[src/rtl/hsne_pkg.sv]
// Shared types, widths and constants of the hole sensor note encoder.
// Used by every rtl file; depends on nothing.
package hsne_pkg;

    localparam int HOLES       = 5;
    localparam int CAL_SAMPLES = 5;
    localparam int SAMPLE_MAX  = 4095;

    localparam int SAMPLE_W  = 12;
    localparam int GAIN_W    = 6;
    localparam int TRIP_W    = 18;
    localparam int MS_W      = 8;
    localparam int NOTE_W    = 7;
    localparam int VEL_W     = 7;
    localparam int CFG_IDX_W = 3;
    localparam int CFG_DAT_W = 18;

    localparam int SUM_W     = SAMPLE_W + $clog2(CAL_SAMPLES + 1);
    localparam int CALCNT_W  = $clog2(CAL_SAMPLES + 1);
    localparam int RECIP_SH  = SUM_W + 4;
    localparam longint RECIP = ((64'd1 << RECIP_SH) + CAL_SAMPLES - 1) / CAL_SAMPLES;
    localparam int RECIP_W   = $clog2(RECIP + 1);
    localparam int PROD_W    = SUM_W + RECIP_W;

    localparam int MAX_MSG    = 3;
    localparam int PUSH_W     = 2;
    localparam int FIFO_DEPTH = 4;
    localparam int PTR_W      = $clog2(FIFO_DEPTH);
    localparam int LVL_W      = $clog2(FIFO_DEPTH + 1);

    localparam logic [NOTE_W-1:0] NOTE_TOP    = 7'd127;
    localparam logic [VEL_W-1:0]  VEL_ON      = 7'd127;
    localparam logic [VEL_W-1:0]  VEL_OFF     = 7'd0;
    localparam logic [3:0]        OCTAVE_STEP = 4'd12;

    localparam logic [GAIN_W-1:0] GAIN_RESET [HOLES] = '{6'd5, 6'd8, 6'd20, 6'd5, 6'd5};
    localparam logic [TRIP_W-1:0] TRIP_RESET     = TRIP_W'(SAMPLE_MAX);
    localparam logic [MS_W-1:0]   DEBOUNCE_RESET = 8'd20;
    localparam logic [NOTE_W-1:0] ROOT_RESET     = 7'd36;

    typedef enum logic [CFG_IDX_W-1:0] {
        REG_GAIN0    = 3'd0,
        REG_GAIN1    = 3'd1,
        REG_GAIN2    = 3'd2,
        REG_GAIN3    = 3'd3,
        REG_GAIN4    = 3'd4,
        REG_TRIP     = 3'd5,
        REG_DEBOUNCE = 3'd6,
        REG_ROOT     = 3'd7
    } cfg_idx_t;

    typedef enum logic {
        FUNC_CALIB = 1'b0,
        FUNC_SCAN  = 1'b1
    } func_t;

    typedef struct packed {
        logic [NOTE_W-1:0] note;
        logic [VEL_W-1:0]  velocity;
        logic              last;
    } msg_t;

    typedef struct packed {
        logic [PUSH_W-1:0]           cnt;
        msg_t [MAX_MSG-1:0]          words;
    } push_t;

    typedef struct packed {
        logic             room;
        logic [LVL_W-1:0] level;
    } fifo_status_t;

endpackage

[src/rtl/hsne_ifs.sv]
// Valid/ready channel interfaces: sensor items, note messages, register writes.
// Depends on hsne_pkg for field widths.
interface hsne_item_if;
    logic                          valid;
    logic                          ready;
    logic                          func;
    logic [hsne_pkg::SAMPLE_W-1:0] sample0;
    logic [hsne_pkg::SAMPLE_W-1:0] sample1;
    logic [hsne_pkg::SAMPLE_W-1:0] sample2;
    logic [hsne_pkg::SAMPLE_W-1:0] sample3;
    logic [hsne_pkg::SAMPLE_W-1:0] sample4;
    logic                          air_level;
    logic [hsne_pkg::MS_W-1:0]     elapsed_ms;

    modport source (output valid, func, sample0, sample1, sample2, sample3, sample4,
                    air_level, elapsed_ms, input ready);
    modport sink (input valid, func, sample0, sample1, sample2, sample3, sample4,
                  air_level, elapsed_ms, output ready);
endinterface

interface hsne_msg_if;
    logic                        valid;
    logic                        ready;
    logic [hsne_pkg::NOTE_W-1:0] note;
    logic [hsne_pkg::VEL_W-1:0]  velocity;
    logic                        last_message;

    modport source (output valid, note, velocity, last_message, input ready);
    modport sink (input valid, note, velocity, last_message, output ready);
endinterface

interface hsne_cfg_if;
    logic                           valid;
    logic                           ready;
    logic [hsne_pkg::CFG_IDX_W-1:0] index;
    logic [hsne_pkg::CFG_DAT_W-1:0] data;

    modport source (output valid, index, data, input ready);
    modport sink (input valid, index, data, output ready);
endinterface

[src/rtl/hsne_lane.sv]
// One hole lane: baseline calibration and covered detection.
// Depends on hsne_pkg.
module hsne_lane (
    input  logic                          clk,
    input  logic                          rst_n,
    input  logic [hsne_pkg::SAMPLE_W-1:0] sample,
    input  logic [hsne_pkg::GAIN_W-1:0]   gain,
    input  logic [hsne_pkg::TRIP_W-1:0]   trip,
    input  logic                          cal_en,
    input  logic                          cal_done,
    output logic                          covered
);

    logic [hsne_pkg::SAMPLE_W-1:0] baseline_reg;
    logic [hsne_pkg::SAMPLE_W-1:0] baseline_next;
    logic [hsne_pkg::SUM_W-1:0]    sum_reg;
    logic [hsne_pkg::SUM_W-1:0]    sum_next;
    logic [hsne_pkg::SUM_W-1:0]    sum_acc;
    logic [hsne_pkg::PROD_W-1:0]   mean_prod;
    logic [hsne_pkg::SAMPLE_W:0]   drop;
    logic [hsne_pkg::TRIP_W-1:0]   scaled;

    assign sum_acc   = sum_reg + hsne_pkg::SUM_W'(sample);
    assign mean_prod = hsne_pkg::PROD_W'(sum_acc)
                     * hsne_pkg::PROD_W'(hsne_pkg::RECIP);

    always_comb
    begin
        baseline_next = baseline_reg;
        sum_next      = sum_reg;
        if (cal_en)
        begin
            if (cal_done)
            begin
                baseline_next = mean_prod[hsne_pkg::RECIP_SH +: hsne_pkg::SAMPLE_W];
                sum_next      = '0;
            end
            else
            begin
                sum_next = sum_acc;
            end
        end
    end

    always_ff @(posedge clk or negedge rst_n)
    begin
        if (!rst_n)
        begin
            baseline_reg <= '0;
            sum_reg      <= '0;
        end
        else
        begin
            baseline_reg <= baseline_next;
            sum_reg      <= sum_next;
        end
    end

    assign drop    = {1'b0, baseline_reg} - {1'b0, sample};
    assign scaled  = hsne_pkg::TRIP_W'(drop[hsne_pkg::SAMPLE_W-1:0])
                   * hsne_pkg::TRIP_W'(gain);
    assign covered = !drop[hsne_pkg::SAMPLE_W] && (scaled > trip);

endmodule

[src/rtl/hsne_encode.sv]
// Merge stage: note encode from the lanes' covered bits, air debounce, message build.
// Depends on hsne_pkg.
module hsne_encode (
    input  logic                         clk,
    input  logic                         rst_n,
    input  logic                         en,
    input  logic [hsne_pkg::HOLES-1:0]   covered,
    input  logic                         air_level,
    input  logic [hsne_pkg::MS_W-1:0]    elapsed_ms,
    input  logic [hsne_pkg::NOTE_W-1:0]  root_note,
    input  logic [hsne_pkg::MS_W-1:0]    debounce_ms,
    output hsne_pkg::push_t              push
);

    logic [hsne_pkg::NOTE_W-1:0] cur_note_reg;
    logic [hsne_pkg::NOTE_W-1:0] cur_note_next;
    logic                        playing_reg;
    logic                        playing_next;
    logic                        air_stable_reg;
    logic                        air_stable_next;
    logic                        air_prev_reg;
    logic                        air_prev_next;
    logic [hsne_pkg::MS_W-1:0]   unch_reg;
    logic [hsne_pkg::MS_W-1:0]   unch_next;

    logic [2:0]                  octave;
    logic [1:0]                  low;
    logic [hsne_pkg::NOTE_W:0]   raw_note;
    logic [hsne_pkg::NOTE_W-1:0] note;
    logic [hsne_pkg::MS_W:0]     timer_sum;
    logic [hsne_pkg::MS_W-1:0]   interval;
    logic                        has_chg;
    logic                        has_air;
    logic [hsne_pkg::VEL_W-1:0]  air_vel;

    assign octave   = covered[2:0];
    assign low      = covered[4:3];
    assign raw_note = {1'b0, root_note}
                    + (hsne_pkg::NOTE_W+1)'(octave) * (hsne_pkg::NOTE_W+1)'(hsne_pkg::OCTAVE_STEP)
                    + (hsne_pkg::NOTE_W+1)'(low);
    assign note     = (raw_note > (hsne_pkg::NOTE_W+1)'(hsne_pkg::NOTE_TOP))
                    ? hsne_pkg::NOTE_TOP : raw_note[hsne_pkg::NOTE_W-1:0];

    assign timer_sum = {1'b0, unch_reg} + {1'b0, elapsed_ms};
    assign interval  = playing_reg ? debounce_ms : '0;
    assign has_chg   = playing_reg && (note != cur_note_reg);
    assign air_vel   = (air_level == 1'b0) ? hsne_pkg::VEL_ON : hsne_pkg::VEL_OFF;

    always_comb
    begin
        cur_note_next = note;
        air_prev_next = air_prev_reg;
        unch_next     = timer_sum[hsne_pkg::MS_W] ? '1 : timer_sum[hsne_pkg::MS_W-1:0];
        if (air_level != air_prev_reg)
        begin
            air_prev_next = air_level;
            unch_next     = '0;
        end
        has_air         = (air_level != air_stable_reg) && (unch_next >= interval);
        air_stable_next = has_air ? air_level : air_stable_reg;
        playing_next    = has_air ? (air_level == 1'b0) : playing_reg;
    end

    always_ff @(posedge clk or negedge rst_n)
    begin
        if (!rst_n)
        begin
            cur_note_reg   <= '0;
            playing_reg    <= 1'b0;
            air_stable_reg <= 1'b1;
            air_prev_reg   <= 1'b1;
            unch_reg       <= '0;
        end
        else if (en)
        begin
            cur_note_reg   <= cur_note_next;
            playing_reg    <= playing_next;
            air_stable_reg <= air_stable_next;
            air_prev_reg   <= air_prev_next;
            unch_reg       <= unch_next;
        end
    end

    always_comb
    begin
        push.cnt = {has_chg, 1'b0} + hsne_pkg::PUSH_W'(has_air);
        if (has_chg)
        begin
            push.words[0] = '{note: cur_note_reg, velocity: hsne_pkg::VEL_OFF, last: 1'b0};
        end
        else
        begin
            push.words[0] = '{note: note, velocity: air_vel, last: 1'b1};
        end
        push.words[1] = '{note: note, velocity: hsne_pkg::VEL_ON, last: !has_air};
        push.words[2] = '{note: note, velocity: air_vel, last: 1'b1};
    end

endmodule

[src/rtl/hsne_fifo.sv]
// Message queue, merge stage to message port; one word out per cycle when ready.
// Depends on hsne_pkg and hsne_msg_if.
module hsne_fifo (
    input  logic                   clk,
    input  logic                   rst_n,
    input  logic                   push_en,
    input  hsne_pkg::push_t        push,
    output hsne_pkg::fifo_status_t status,
    hsne_msg_if.source             msg
);

    hsne_pkg::msg_t                mem_reg [hsne_pkg::FIFO_DEPTH];
    logic [hsne_pkg::PTR_W-1:0]    wr_ptr_reg;
    logic [hsne_pkg::PTR_W-1:0]    rd_ptr_reg;
    logic [hsne_pkg::LVL_W-1:0]    level_reg;
    logic [hsne_pkg::LVL_W-1:0]    level_next;
    logic [hsne_pkg::PUSH_W-1:0]   push_cnt;
    logic                          pop;
    hsne_pkg::msg_t                head;

    assign push_cnt = push_en ? push.cnt : '0;
    assign pop      = msg.valid && msg.ready;
    assign head     = mem_reg[rd_ptr_reg];

    assign msg.valid        = (level_reg != '0);
    assign msg.note         = head.note;
    assign msg.velocity     = head.velocity;
    assign msg.last_message = head.last;

    assign level_next   = level_reg - hsne_pkg::LVL_W'(pop) + hsne_pkg::LVL_W'(push_cnt);
    assign status.level = level_reg;
    assign status.room  = ((level_reg - hsne_pkg::LVL_W'(pop)) + hsne_pkg::LVL_W'(hsne_pkg::MAX_MSG))
                          <= hsne_pkg::LVL_W'(hsne_pkg::FIFO_DEPTH);

    always_ff @(posedge clk)
    begin
        for (int k = 0; k < hsne_pkg::MAX_MSG; k++)
        begin
            if (hsne_pkg::PUSH_W'(k) < push_cnt)
            begin
                mem_reg[wr_ptr_reg + hsne_pkg::PTR_W'(k)] <= push.words[k];
            end
        end
    end

    always_ff @(posedge clk or negedge rst_n)
    begin
        if (!rst_n)
        begin
            wr_ptr_reg <= '0;
            rd_ptr_reg <= '0;
            level_reg  <= '0;
        end
        else
        begin
            wr_ptr_reg <= wr_ptr_reg + hsne_pkg::PTR_W'(push_cnt);
            rd_ptr_reg <= rd_ptr_reg + hsne_pkg::PTR_W'(pop);
            level_reg  <= level_next;
        end
    end

endmodule

[src/rtl/hole_sensor_note_encoder_top.sv]
// Top level of the hole sensor note encoder: registers, lanes, merge stage, queue.
// Depends on hsne_pkg, hsne_ifs, hsne_lane, hsne_encode and hsne_fifo.
//
// Takes one sensor word per clock unless a scan waits for queue room. Five hole
// lanes compare each sample against its calibrated baseline in the accept cycle
// (calibration words are absorbed there and give no message); the covered bits
// are registered, and once the queue has room the merge stage encodes the note,
// debounces the air input and pushes zero to three message words into a four-entry
// queue. The message port drains one word per cycle while ready, which sets the
// sustained rate: one scan word per cycle while scans produce no messages, otherwise
// one per message. Register writes are taken every cycle and belong to idle periods.
module hole_sensor_note_encoder_top (
    input  logic        clk,
    input  logic        rst_n,
    hsne_item_if.sink   item,
    hsne_msg_if.source  msg,
    hsne_cfg_if.sink    cfg
);

    logic [hsne_pkg::GAIN_W-1:0]   gain_reg [hsne_pkg::HOLES];
    logic [hsne_pkg::TRIP_W-1:0]   trip_reg;
    logic [hsne_pkg::MS_W-1:0]     debounce_reg;
    logic [hsne_pkg::NOTE_W-1:0]   root_reg;

    logic [hsne_pkg::CALCNT_W-1:0] cal_cnt_reg;
    logic                          s1_valid_reg;
    logic [hsne_pkg::HOLES-1:0]    covered_reg;
    logic                          air_reg;
    logic [hsne_pkg::MS_W-1:0]     elapsed_reg;

    logic [hsne_pkg::SAMPLE_W-1:0] samples [hsne_pkg::HOLES];
    logic [hsne_pkg::HOLES-1:0]    covered;
    logic                          accept;
    logic                          cal_en;
    logic                          cal_done;
    logic                          s2_take;
    hsne_pkg::push_t               push;
    hsne_pkg::fifo_status_t        fifo_st;

    assign samples[0] = item.sample0;
    assign samples[1] = item.sample1;
    assign samples[2] = item.sample2;
    assign samples[3] = item.sample3;
    assign samples[4] = item.sample4;

    assign s2_take    = s1_valid_reg && fifo_st.room;
    assign item.ready = !s1_valid_reg || s2_take;
    assign accept     = item.valid && item.ready;
    assign cal_en     = accept && (item.func == hsne_pkg::FUNC_CALIB);
    assign cal_done   = (cal_cnt_reg == hsne_pkg::CALCNT_W'(hsne_pkg::CAL_SAMPLES - 1));
    assign cfg.ready  = 1'b1;

    always_ff @(posedge clk or negedge rst_n)
    begin
        if (!rst_n)
        begin
            for (int h = 0; h < hsne_pkg::HOLES; h++)
            begin
                gain_reg[h] <= hsne_pkg::GAIN_RESET[h];
            end
            trip_reg     <= hsne_pkg::TRIP_RESET;
            debounce_reg <= hsne_pkg::DEBOUNCE_RESET;
            root_reg     <= hsne_pkg::ROOT_RESET;
        end
        else if (cfg.valid && cfg.ready)
        begin
            unique case (cfg.index)
                hsne_pkg::REG_GAIN0,
                hsne_pkg::REG_GAIN1,
                hsne_pkg::REG_GAIN2,
                hsne_pkg::REG_GAIN3,
                hsne_pkg::REG_GAIN4:  gain_reg[cfg.index] <= cfg.data[hsne_pkg::GAIN_W-1:0];
                hsne_pkg::REG_TRIP:     trip_reg     <= cfg.data[hsne_pkg::TRIP_W-1:0];
                hsne_pkg::REG_DEBOUNCE: debounce_reg <= cfg.data[hsne_pkg::MS_W-1:0];
                hsne_pkg::REG_ROOT:     root_reg     <= cfg.data[hsne_pkg::NOTE_W-1:0];
                default:                trip_reg     <= trip_reg;
            endcase
        end
    end

    always_ff @(posedge clk or negedge rst_n)
    begin
        if (!rst_n)
        begin
            cal_cnt_reg  <= '0;
            s1_valid_reg <= 1'b0;
        end
        else
        begin
            if (cal_en)
            begin
                cal_cnt_reg <= cal_done ? '0 : cal_cnt_reg + 1'b1;
            end
            if (accept && (item.func == hsne_pkg::FUNC_SCAN))
            begin
                s1_valid_reg <= 1'b1;
            end
            else if (s2_take)
            begin
                s1_valid_reg <= 1'b0;
            end
        end
    end

    always_ff @(posedge clk)
    begin
        if (accept && (item.func == hsne_pkg::FUNC_SCAN))
        begin
            covered_reg <= covered;
            air_reg     <= item.air_level;
            elapsed_reg <= item.elapsed_ms;
        end
    end

    for (genvar h = 0; h < hsne_pkg::HOLES; h++)
    begin : g_lane
        hsne_lane u_lane (
            .clk      (clk),
            .rst_n    (rst_n),
            .sample   (samples[h]),
            .gain     (gain_reg[h]),
            .trip     (trip_reg),
            .cal_en   (cal_en),
            .cal_done (cal_done),
            .covered  (covered[h])
        );
    end

    hsne_encode u_encode (
        .clk         (clk),
        .rst_n       (rst_n),
        .en          (s2_take),
        .covered     (covered_reg),
        .air_level   (air_reg),
        .elapsed_ms  (elapsed_reg),
        .root_note   (root_reg),
        .debounce_ms (debounce_reg),
        .push        (push)
    );

    hsne_fifo u_fifo (
        .clk     (clk),
        .rst_n   (rst_n),
        .push_en (s2_take),
        .push    (push),
        .status  (fifo_st),
        .msg     (msg)
    );

    a_fifo_bound: assert property (@(posedge clk) disable iff (!rst_n)
        fifo_st.level <= hsne_pkg::LVL_W'(hsne_pkg::FIFO_DEPTH))
        else $error("message queue overflow");

    a_accept_free: assert property (@(posedge clk) disable iff (!rst_n)
        accept |-> (!s1_valid_reg || s2_take))
        else $error("word accepted over a held scan");

    a_stage_hold: assert property (@(posedge clk) disable iff (!rst_n)
        (s1_valid_reg && !s2_take) |=> s1_valid_reg)
        else $error("stalled scan dropped");

    a_cal_range: assert property (@(posedge clk) disable iff (!rst_n)
        cal_cnt_reg < hsne_pkg::CALCNT_W'(hsne_pkg::CAL_SAMPLES))
        else $error("calibration count out of range");

    a_push_room: assert property (@(posedge clk) disable iff (!rst_n)
        (s2_take && (push.cnt != '0)) |=> (fifo_st.level != '0))
        else $error("pushed messages missing from queue");

endmodule
[src/flat_wrapper.sv]
// flat-port wrapper written by rule: the top's interface ports become plain ports
module hole_sensor_note_encoder_top_flat 
  (clk, rst_n, item_valid, item_func, item_sample0, item_sample1, item_sample2, item_sample3, item_sample4, item_air_level, item_elapsed_ms, item_ready, msg_valid, msg_note, msg_velocity, msg_last_message, msg_ready, cfg_valid, cfg_index, cfg_data, cfg_ready);
  hsne_item_if item_i ();
  hsne_msg_if msg_i ();
  hsne_cfg_if cfg_i ();
  input  logic clk;
  input  logic rst_n;
  input wire logic [$bits(item_i.valid)-1:0] item_valid;
  input wire logic [$bits(item_i.func)-1:0] item_func;
  input wire logic [$bits(item_i.sample0)-1:0] item_sample0;
  input wire logic [$bits(item_i.sample1)-1:0] item_sample1;
  input wire logic [$bits(item_i.sample2)-1:0] item_sample2;
  input wire logic [$bits(item_i.sample3)-1:0] item_sample3;
  input wire logic [$bits(item_i.sample4)-1:0] item_sample4;
  input wire logic [$bits(item_i.air_level)-1:0] item_air_level;
  input wire logic [$bits(item_i.elapsed_ms)-1:0] item_elapsed_ms;
  output wire logic [$bits(item_i.ready)-1:0] item_ready;
  output wire logic [$bits(msg_i.valid)-1:0] msg_valid;
  output wire logic [$bits(msg_i.note)-1:0] msg_note;
  output wire logic [$bits(msg_i.velocity)-1:0] msg_velocity;
  output wire logic [$bits(msg_i.last_message)-1:0] msg_last_message;
  input wire logic [$bits(msg_i.ready)-1:0] msg_ready;
  input wire logic [$bits(cfg_i.valid)-1:0] cfg_valid;
  input wire logic [$bits(cfg_i.index)-1:0] cfg_index;
  input wire logic [$bits(cfg_i.data)-1:0] cfg_data;
  output wire logic [$bits(cfg_i.ready)-1:0] cfg_ready;
  assign item_i.valid = item_valid;
  assign item_i.func = item_func;
  assign item_i.sample0 = item_sample0;
  assign item_i.sample1 = item_sample1;
  assign item_i.sample2 = item_sample2;
  assign item_i.sample3 = item_sample3;
  assign item_i.sample4 = item_sample4;
  assign item_i.air_level = item_air_level;
  assign item_i.elapsed_ms = item_elapsed_ms;
  assign item_ready = item_i.ready;
  assign msg_valid = msg_i.valid;
  assign msg_note = msg_i.note;
  assign msg_velocity = msg_i.velocity;
  assign msg_last_message = msg_i.last_message;
  assign msg_i.ready = msg_ready;
  assign cfg_i.valid = cfg_valid;
  assign cfg_i.index = cfg_index;
  assign cfg_i.data = cfg_data;
  assign cfg_ready = cfg_i.ready;
  hole_sensor_note_encoder_top u_core (.clk(clk), .rst_n(rst_n), .item(item_i), .msg(msg_i), .cfg(cfg_i));
endmodule
[config.mk]
export PLATFORM = sky130hd
export DESIGN_NAME = hole_sensor_note_encoder_top_flat
export DESIGN_NICKNAME = d
export VERILOG_FILES = /design/src/rtl/hsne_pkg.sv /design/src/rtl/hsne_ifs.sv /design/src/rtl/hsne_lane.sv /design/src/rtl/hsne_encode.sv /design/src/rtl/hsne_fifo.sv /design/src/rtl/hole_sensor_note_encoder_top.sv /design/src/flat_wrapper.sv
export SDC_FILE = /design/constraint.sdc
export NUM_CORES = 2
export LEC_CHECK = 0
export BUFFER_PORTS_ARGS = -buffer_cell sky130_fd_sc_hd__buf_2
export CORE_MARGIN = 5
export CORE_UTILIZATION = 45
export DETAILED_ROUTE_END_ITERATION = 10
export GPL_ROUTABILITY_DRIVEN = 0
export HOLD_SLACK_MARGIN = 0.05
export SETUP_SLACK_MARGIN = 0.2
export SLEW_MARGIN = 40
export SYNTH_ARGS = -nofsm -noshare
export SYNTH_HDL_FRONTEND = slang
export SYNTH_HIERARCHICAL = 1
export SYNTH_SLANG_ARGS = --single-unit
[constraint.sdc]
create_clock -name clk -period 11.4 [get_ports clk]
set_input_delay 0 -clock clk [delete_from_list [all_inputs] [get_ports clk]]
set_output_delay 0 -clock clk [all_outputs]
set_load 0.05 [all_outputs]
==> run metrics <==
busiest grt layer met2; post-synthesis adder-cell area fraction 42.27%; initial antenna violation count 6; Yosys top cell area share 22.19%; cell with the most instances after synthesis inv_1; Critical Path RT 11.98 ns; global-route wire length before repair 201700 um; most frequent cell on the critical path fa_1; H-Tree Depth 2; RSZ-0062 raised after global routing no; Setup Skew 0.02162 ns; xor/xnor share of the synthesized area 4.095%; final hold violations 0; multiplexer share of the synthesized area 6.117%; Critical Path Sink Type register; post-route setup TNS 0 ns; CP arrival 8.29 ns; wire per inst 17.22 um; crit-path max cell delay 0.54 ns; synth warn 6; Avg Vias per Cell 5.183; reg-to-reg critical path startpoint u_core/g_lane[4].u_lane/sum_reg[0]$_DFFE_PN0P_; FFs w/ async S/R, synth 75.42%; Die Y 347.6 um; hold_sp item_sample1[9]; total CTS buffers 43; Post-synth EDFFs 74; max reg flops 75; Crit-path slowest cell fa_1; largest family of logic cells by synthesized area adder cells; Fmax 129.7 MHz; CTS clk-pin slew, worst paths 0.07 ns; First-pass DRT Iterations 5; largest net degree at the start of global routing 61; critical path class register to register; synth cell count leaders inv_1, ha_1, fa_1; CTS Hold Bufs 90; nets 7088; crit start category register; Avg Cell Area, Syn 9.457 sq um; met3 usage 2.967%; sequential fraction of the synthesis area 15.47%; Die X 347.6 um; residual overflow from global routing 0; Main synth FF type dfrtp_1; origin of the worst setup path u_core/g_lane[4].u_lane/sum_reg[0]$_DFFE_PN0P_; Area Growth Syn to Fin 8.448%; layout cells sized above 1 8.995%; Synth area leader ha_1; Synth Area in Compound Gates 10.20%; GRT Util Overall 20.55%; met1 global-route usage 28.68%; CTS tree yes; Hold Crit Class primary input to register; worst-margin pin slew 0.7983 ns; Core Util, Final 49.32%; remaining antenna violation count 0; outcome complete, no violations; core area 112800 sq um; Root Buffer clkbuf_16; fin crit period 7.708 ns; Clock Sinks 301; via count 36830; fillers 10620; Max Cap Violations 0; mapped cell area 51300 sq um; Yosys reg bits 301; met2 Usage GRT 34.03%; Simple-Gate Fraction of Synth Area 12.11%; dominant cells by area after synthesis ha_1, fa_1, dfrtp_1, inv_1, edfxtp_1; io pins 114; Starting DRT DRC Count 1770; DP HPWL 100100 um; Yosys cell types 111; Relative slew margins 46.78%; Post-route DRC 0; Post-CTS Resized 0; die area 120900 sq um; port bufs 112; cells after synthesis 5425; setup violators final 0; CTS max path bufs 3; Row Count 123; Slew Viols, Final 0; vias in the first global route 38020; Initial Utilization 45.48%; Setup Fix Bufs, Post-CTS 0; final worst-path cycle share 67.61%; latest clock arrival within the worst-skew pair 0.64 ns; final WL 122400 um; worst-path fanout max 4
## kinds of logic (layout without fill, tap and decap cells)
kind of cell,after synthesis,after routing
compound gates,783,783
fa+ha+maj,1425,1425
buf+inv,1263,1434
simple gates,1160,1160
xor+xnor,239,239
mux,252,252
flops,301,301
other cells,2,12
## layout by cell type, fill, tap and decap left out, types with 64 or more instances in the layout
| master | instances |
|---|---|
| inv_1 | 1133 |
| ha_1 | 910 |
| fa_1 | 514 |
| nand2_1 | 267 |
| and2_1 | 222 |
| dfrtp_1 | 199 |
| nor2_1 | 198 |
| a21oi_1 | 178 |
| xnor2_1 | 170 |
| o21ai_0 | 165 |
| mux2_2 | 114 |
| buf_2 | 111 |
| nor2b_1 | 106 |
| dlygate4sd3_1 | 89 |
| a21o_1 | 79 |
| edfxtp_1 | 74 |
| nand2b_1 | 70 |
| xor2_1 | 68 |
| nor3_1 | 64 |
## area by class of cell
class / instances / area (sq um) / area share (%)
antenna: 3 / 7.507 / 0.01349
clock buffer: 57 / 1180 / 2.121
clock inverter: 23 / 304.0 / 0.5465
inverter: 1135 / 4260 / 7.658
multi-input combinational: 3868 / 38450 / 69.11
sequential: 301 / 7938 / 14.27
tap: 1500 / 1877 / 3.373
timing repair buffer: 219 / 1620 / 2.912
## critical path: cells and delay by family (launching register included)
family	cells	cell delay [ns]
buf+inv	5	0.31
flops	1	0.38
xor+xnor	1	0.39
simple gates	7	1.61
compound gates	7	1.56
fa+ha+maj	9	3.39
## metrics by stage
step           instances  hold slack, ns  instance area [sq um]  worst slack (ns)
2_1_floorplan       5432         -0.2956                  51330             4.431
3_3_place_gp        6932         0.03634                  53200             3.943
3_5_place_dp        6933         0.04152                  53220             3.794
4_1_cts             7103         0.05560                  55620             3.751
5_1_grt             7103         0.07797                  55630             2.938
6_report            7106          0.1023                  55640             3.692
## layer usage
layer	wire length [um]	vias to the layer above
met5	0	-
met4	2839	0
met3	5404	146
met2	56550	593
met1	57600	17910
li1	-	18180
## worst paths after layout
kind                                                                         to  slack [ns]  depth (start not counted)
min in group asynchronous                       u_core/gain_reg[21]$_DFFE_PN1P_        0.57                          3
max in group asynchronous       u_core/g_lane[0].u_lane/sum_reg[12]$_DFFE_PN0P_        9.48                          5
setup / recovery           u_core/g_lane[4].u_lane/baseline_reg[10]$_DFFE_PN0P_        3.69                         29
hold / removal                   u_core/g_lane[1].u_lane/sum_reg[9]$_DFFE_PN0P_        0.10                          4
setup reg to reg           u_core/g_lane[4].u_lane/baseline_reg[10]$_DFFE_PN0P_        3.69                         29
hold reg to reg             u_core/g_lane[3].u_lane/baseline_reg[0]$_DFFE_PN0P_        0.48                          2
Power is left out: the tool's default activity adds up to more than one toggle a clock period on the data nets, which glitch-free logic cannot reach.
